<file path="config.mk">
export PLATFORM = sky130hd
export DESIGN_NAME = aps_ctrl
export DESIGN_NICKNAME = d
export VERILOG_FILES = /design/src/sv/aps_pkg.sv /design/src/sv/aps_ctrl.sv
export SDC_FILE = /design/constraint.sdc
export NUM_CORES = 1
export LEC_CHECK = 0
export BUFFER_PORTS_ARGS = -buffer_cell sky130_fd_sc_hd__buf_2
export CELL_PAD_IN_SITES_DETAIL_PLACEMENT = 1
export CELL_PAD_IN_SITES_GLOBAL_PLACEMENT = 1
export CORE_MARGIN = 5
export CORE_UTILIZATION = 28
export CTS_BUF_LIST = sky130_fd_sc_hd__clkbuf_4 sky130_fd_sc_hd__clkbuf_8
export DETAILED_ROUTE_END_ITERATION = 10
export PLACE_DENSITY_LB_ADDON = 0.08
export SLEW_MARGIN = 20
export SYNTH_ARGS = -nofsm -noshare
export SYNTH_HDL_FRONTEND = slang
export SYNTH_SLANG_ARGS = --single-unit
</file>
<file path="constraint.sdc">
create_clock -name clk -period 1.4 [get_ports clk]
set_clock_uncertainty 0.05 [all_clocks]
set_input_delay 0.07 -clock clk [delete_from_list [all_inputs] [get_ports clk]]
set_output_delay 0.07 -clock clk [all_outputs]
set_load 0.01 [all_outputs]
</file>
<file path="src/sv/aps_pkg.sv">
// ----------------------------------------------------------------------------
// aps_pkg
// Shared types and constants of the pedestal servo.
// ----------------------------------------------------------------------------
package aps_pkg;

  typedef enum logic [1:0] {
    KIND_ADD    = 2'd0,
    KIND_UPDATE = 2'd1,
    KIND_WRITE  = 2'd2,
    KIND_READ   = 2'd3
  } kind_t;

  localparam logic [1:0] REG_VETO   = 2'd0;
  localparam logic [1:0] REG_TARGET = 2'd1;
  localparam logic [1:0] REG_MINCNT = 2'd2;

  localparam logic [15:0] TARGET_RESET = 16'd100;
  localparam logic [15:0] MINCNT_RESET = 16'd1500;
  localparam logic [15:0] ZERO_STEP    = 16'd50;

  typedef struct packed {
    logic [1:0]  kind;
    logic [3:0]  module_req;
    logic [4:0]  adc;
    logic [2:0]  channel;
    logic [1:0]  ped_index;
    logic [15:0] value;
  } in_item_t;

  typedef struct packed {
    logic        updated;
    logic [15:0] pedestal_value;
    logic [15:0] position;
    logic        sample_dropped;
  } out_item_t;

  typedef enum logic [3:0] {
    ST_IDLE, ST_CLEAR, ST_RD, ST_RMW, ST_SCAN, ST_CHECK, ST_SERVO_RD,
    ST_DIV, ST_SERVO_WR, ST_WIPE, ST_DONE
  } state_t;

  // controller to datapath
  typedef struct packed {
    logic load;       // capture input item
    logic clr_step;   // write zero at the sweep index, advance
    logic clr_ped;    // also zero pedestal and position entries
    logic acc_rd;     // read accumulator at item address
    logic acc_wr;     // finish the sample read-modify-write
    logic ped_op;     // pedestal write or read
    logic scan_step;  // read/accumulate one count, advance
    logic chk_start;  // start mean-count multiply
    logic srv_rd;     // read one servo entry
    logic div_start;  // start divider
    logic srv_wr;     // write servo results, advance
    logic res_upd;    // set updated flag
  } cmd_t;

  // datapath to controller
  typedef struct packed {
    logic sweep_last;
    logic scan_last;
    logic chk_pass;
    logic div_done;
    logic srv_last;
  } sts_t;

  // ADC of each (channel, pedestal) pair in four-by-four mode
  function automatic logic [4:0] quad_adc(input logic [1:0] ch, input logic [1:0] p);
    logic [4:0] r;
    begin
      r = 5'd0;
      unique case ({ch, p})
        4'h0: r = 5'd10; 4'h1: r = 5'd8;  4'h2: r = 5'd11; 4'h3: r = 5'd9;
        4'h4: r = 5'd14; 4'h5: r = 5'd12; 4'h6: r = 5'd15; 4'h7: r = 5'd13;
        4'h8: r = 5'd22; 4'h9: r = 5'd20; 4'hA: r = 5'd23; 4'hB: r = 5'd21;
        4'hC: r = 5'd26; 4'hD: r = 5'd24; 4'hE: r = 5'd27; 4'hF: r = 5'd25;
        default: r = 5'd0;
      endcase
      return r;
    end
  endfunction

endpackage

</file>
<file path="src/sv/aps_ctrl.sv">
// ----------------------------------------------------------------------------
// aps_ctrl
// Sequencer of the pedestal servo: handshake, clearing pass, update walk.
// ----------------------------------------------------------------------------
module aps_ctrl (
  input  logic           clk,
  input  logic           rst,
  input  logic           in_valid,
  input  logic [1:0]     in_kind,
  output logic           in_ready,
  output logic           out_valid,
  input  logic           out_ready,
  output aps_pkg::cmd_t  cmd,
  input  aps_pkg::sts_t  sts
);
  import aps_pkg::*;

  state_t state, state_next;

  // hold state
  always_ff @(posedge clk) begin
    if (rst) begin
      state <= ST_CLEAR;
    end else begin
      state <= state_next;
    end
  end

  // next state and commands
  always_comb begin
    state_next = state;
    cmd        = '0;
    in_ready   = 1'b0;
    out_valid  = 1'b0;
    unique case (state)
      ST_CLEAR: begin
        cmd.clr_step = 1'b1;
        cmd.clr_ped  = 1'b1;
        if (sts.sweep_last) state_next = ST_IDLE;
      end
      ST_IDLE: begin
        in_ready = 1'b1;
        if (in_valid) begin
          cmd.load = 1'b1;
          unique case (in_kind)
            KIND_ADD:    state_next = ST_RD;
            KIND_UPDATE: state_next = ST_SCAN;
            default:     state_next = ST_RD;
          endcase
        end
      end
      ST_RD: begin
        cmd.acc_rd = 1'b1;
        cmd.ped_op = 1'b1;
        state_next = ST_RMW;
      end
      ST_RMW: begin
        cmd.acc_wr = 1'b1;
        state_next = ST_DONE;
      end
      ST_SCAN: begin
        cmd.scan_step = 1'b1;
        if (sts.scan_last) state_next = ST_CHECK;
      end
      ST_CHECK: begin
        cmd.chk_start = 1'b1;
        state_next = sts.chk_pass ? ST_SERVO_RD : ST_DONE;
      end
      ST_SERVO_RD: begin
        cmd.srv_rd = 1'b1;
        state_next = ST_DIV;
      end
      ST_DIV: begin
        cmd.div_start = 1'b1;
        if (sts.div_done) state_next = ST_SERVO_WR;
      end
      ST_SERVO_WR: begin
        cmd.srv_wr = 1'b1;
        state_next = sts.srv_last ? ST_WIPE : ST_SERVO_RD;
      end
      ST_WIPE: begin
        cmd.clr_step = 1'b1;
        cmd.res_upd  = 1'b1;
        if (sts.sweep_last) state_next = ST_DONE;
      end
      ST_DONE: begin
        out_valid = 1'b1;
        if (out_ready) state_next = ST_IDLE;
      end
      default: state_next = ST_IDLE;
    endcase
  end

  // no input transfer while a result is held
  assert property (@(posedge clk) disable iff (rst) out_valid |-> !in_ready)
    else $error("input taken while result pending");
  // update walk never starts outside a check
  assert property (@(posedge clk) disable iff (rst)
      (state == ST_SERVO_RD) |-> ($past(state) == ST_CHECK || $past(state) == ST_SERVO_WR))
    else $error("servo walk entered illegally");
  // a result is held until transferred
  assert property (@(posedge clk) disable iff (rst)
      (out_valid && !out_ready) |=> out_valid)
    else $error("result lost");

endmodule

</file>
==> flow_metrics.py <==
metrics = {
    "drt": {
        "firstDrtPassIters": 4,
        "drt_iter0_drc": 1,
        "ant_nets": 0,
        "drt_wl_total_mm": 2.09,
        "drc": 0,
        "vias": 662,
        "wl_per_cell_um": 15.7,
        "viasPerCell": 4.98,
    },
    "worst_hold_path": {
        "hold_depth": 5,
        "min_path_type": "in -> reg",
    },
    "logic_synthesis": {
        "synth_common_cells": "nor2_1, nor3_1, nand2b_1",
        "synth_area_leader_cell": "dfxtp_1",
        "synth_flop_cell": "dfxtp_1",
        "synthTopCellsByArea": "dfxtp_1, nor2_1, nand2b_1",
        "syn_inst": 68,
        "ys_ff_latch": 4,
        "synth_top_area_share_pct": 15.8,
        "synth-async-reset-ratio_pct": 0,
        "synth_most_common_cell": "nor2_1",
        "synth_edf_count": 0,
        "syn-mean-instance-area_sq_um": 7.45,
        "yosys_warnings": 0,
        "syn_area_sq_um": 507,
        "syn_nets": 79,
        "synth_cell_types": 30,
        "yosysSeqAreaShare_pct": 15.8,
    },
    "final_layout": {
        "drive_above_1_share_pct": 67.6,
        "diodes": 0,
        "largest_reg_flops": 4,
        "fin_nets": 121,
        "fill_cells": 225,
        "fin_area_sq_um": 961,
        "final_core_util_pct": 55.7,
        "final_cells": 133,
        "area_delta_synth_final_pct": 89.6,
        "largest_register": "state",
        "reg.largest.list": "state: 4 flops",
    },
    "floorplanning": {
        "die_y_um": 52.5,
        "die_w_um": 52.5,
        "core_area_sq_um": 1730,
        "dieArea_sq_um": 2760,
        "io-pin-count": 25,
        "start_util_pct": 29.3,
        "rows": 15,
    },
    "global_route": {
        "grt_overflow_total": 0,
        "grt_max_degree": 16,
        "grt_use_total_pct": 15.7,
        "grt_pass1_wl_mm": 3.17,
        "grt_pass1_vias": 689,
        "antenna_found_initial": 0,
    },
    "clocking": {
        "htreeDepth": 1,
        "clockRootBuffer": "clkbuf_4",
        "cts_buffers": 3,
        "clk_pin_slew_ps": 40,
        "cts_sinks": 4,
        "cts_tree": "yes",
        "clk_path_buf_depth": 2,
        "insertion_delay_ps": 230,
    },
    "sta": {
        "setup_tns_ps": -419,
        "final.min_clock_period_ps": 1490,
        "timing.fmax_mhz": 671,
        "rsz0062_at_grt": "true",
        "hold_viol": 0,
        "post-route-period-util_pct": 106,
        "fin_ws_ps": -90.6,
        "tightest_slew_ps": 238,
        "finalMaxSlewViolations": 0,
        "max_slew_margin_pct": 84.0,
        "finalSetupViolCount": 7,
    },
    "power_and_ir_drop": {
        "power_density_nw_per_um2": 1790,
        "power.leakage_uw": 0.000415,
        "p_sw_uw": 761,
        "power.internal_uw": 962,
        "clockPowerShare_pct": 8.3,
        "seqPwrFrac_pct": 15.2,
        "sw_frac_of_total_pct": 44.2,
        "peakVddDrop_v": 0.000831,
        "power_frac_comb_pct": 76.5,
    },
    "worst_setup_path": {
        "crit_path_end_kind": "primary output",
        "crit_required_ps": 1280,
        "reg2reg_depth": 5,
        "critical_path.max_fanout": 3,
        "worst-r2r-setup-slack_ps": -90,
        "worstSetupPathType": "reg -> out",
        "worstSetupStartpointType": "flop",
        "worstPathArrival_ps": 1370,
    },
    "placement": {
        "globalplace.congestion": 0.744,
        "dp.cells": 121,
        "dpl_cell_area_sq_um": 703,
        "dpl.hpwl_mm": 1.26,
        "dp_slack_ps": -116,
        "io_buffers": 24,
    },
    "status": {
        "status": "finished with violations",
        "violations": "negative setup slack",
    },
    "job": {
        "drv_cap": 0,
    },
}
-- placed cells by master, fill, tap and decap left out, types with 2 or more instances in the layout --
cell	n
clkbuf_4	3
nor2b_1	2
buf_4	12
o21bai_4	2
nor3_1	2
o21ai_0	2
nor3_2	4
buf_2	22
nand2_1	2
o21a_1	2
o211ai_1	2
nand2b_1	2
nor2_1	7
a211oi_2	2
a21oi_1	3
dfxtp_4	3
nand2b_4	3
buf_6	9
nand3b_1	3
-- stage by stage --
step	total power [uW]	hold slack, ps
floorplan	845	89.1
global placement	1160	247
detailed placement	1160	241
CTS	1510	247
global route	1850	331
finish	1720	287
-- path summary, 6_finish.rpt --
check / startpoint / to
setup reg to reg: state[0] / state[0]
hold reg to reg: state[1] / state[1]
hold / removal: sts[2] / state[3]
setup / recovery: state[2] / cmd[11]
-- worst max-delay path: stages (launching register included) --
cell and delay [ps]:
dfxtp_4 350, buf_6 110, nor4_4 290, buf_4 170
and2_4 130, buf_6 90
-- routing by layer --
metal,global-route usage [%],wire (um),vias to the layer above
li1,-,-,328
met1,19.4,947,321
met2,27.3,1090,13
met3,3.42,54,0
met4,3.83,0,0
met5,0,0,-
-- final cells by class --
class / instances / area [sq um] / area share (%)
Multi-Input combinational cell: 56 / 488 / 50.8
Timing Repair Buffer: 45 / 327 / 34.0
Sequential cell: 4 / 92.6 / 9.64
Tap cell: 25 / 31.3 / 3.26
Clock buffer: 3 / 22.5 / 2.34
-- power by group through the flow --
stage          registers, uW  logic, uW  clock network [uW]
2_1_floorplan            180        666                   0
3_3_place_gp             234        922                   0
3_5_place_dp             237        927                   0
4_1_cts                  243       1120                 145
5_1_grt                  275       1420                 157
6_report                 263       1320                 143
-- timing repair --
item | in CTS | in global routing
endpoints found under the hold margin | 1 | 0
pin swaps | 5 | 7
setup endpoints to repair | 17 | 15
gates resized for setup | 18 | 19
hold buffers | 1 | 0
setup buffers | 3 | 5
-- kinds of logic after synthesis --
| group | synth area share (%) |
|---|---|
| mux | 2.22 |
| compound gates | 27.9 |
| simple gates | 43.5 |
| flops | 15.8 |
| buf+inv | 10.6 |
Note: power is estimated with default switching activity, not from simulation.
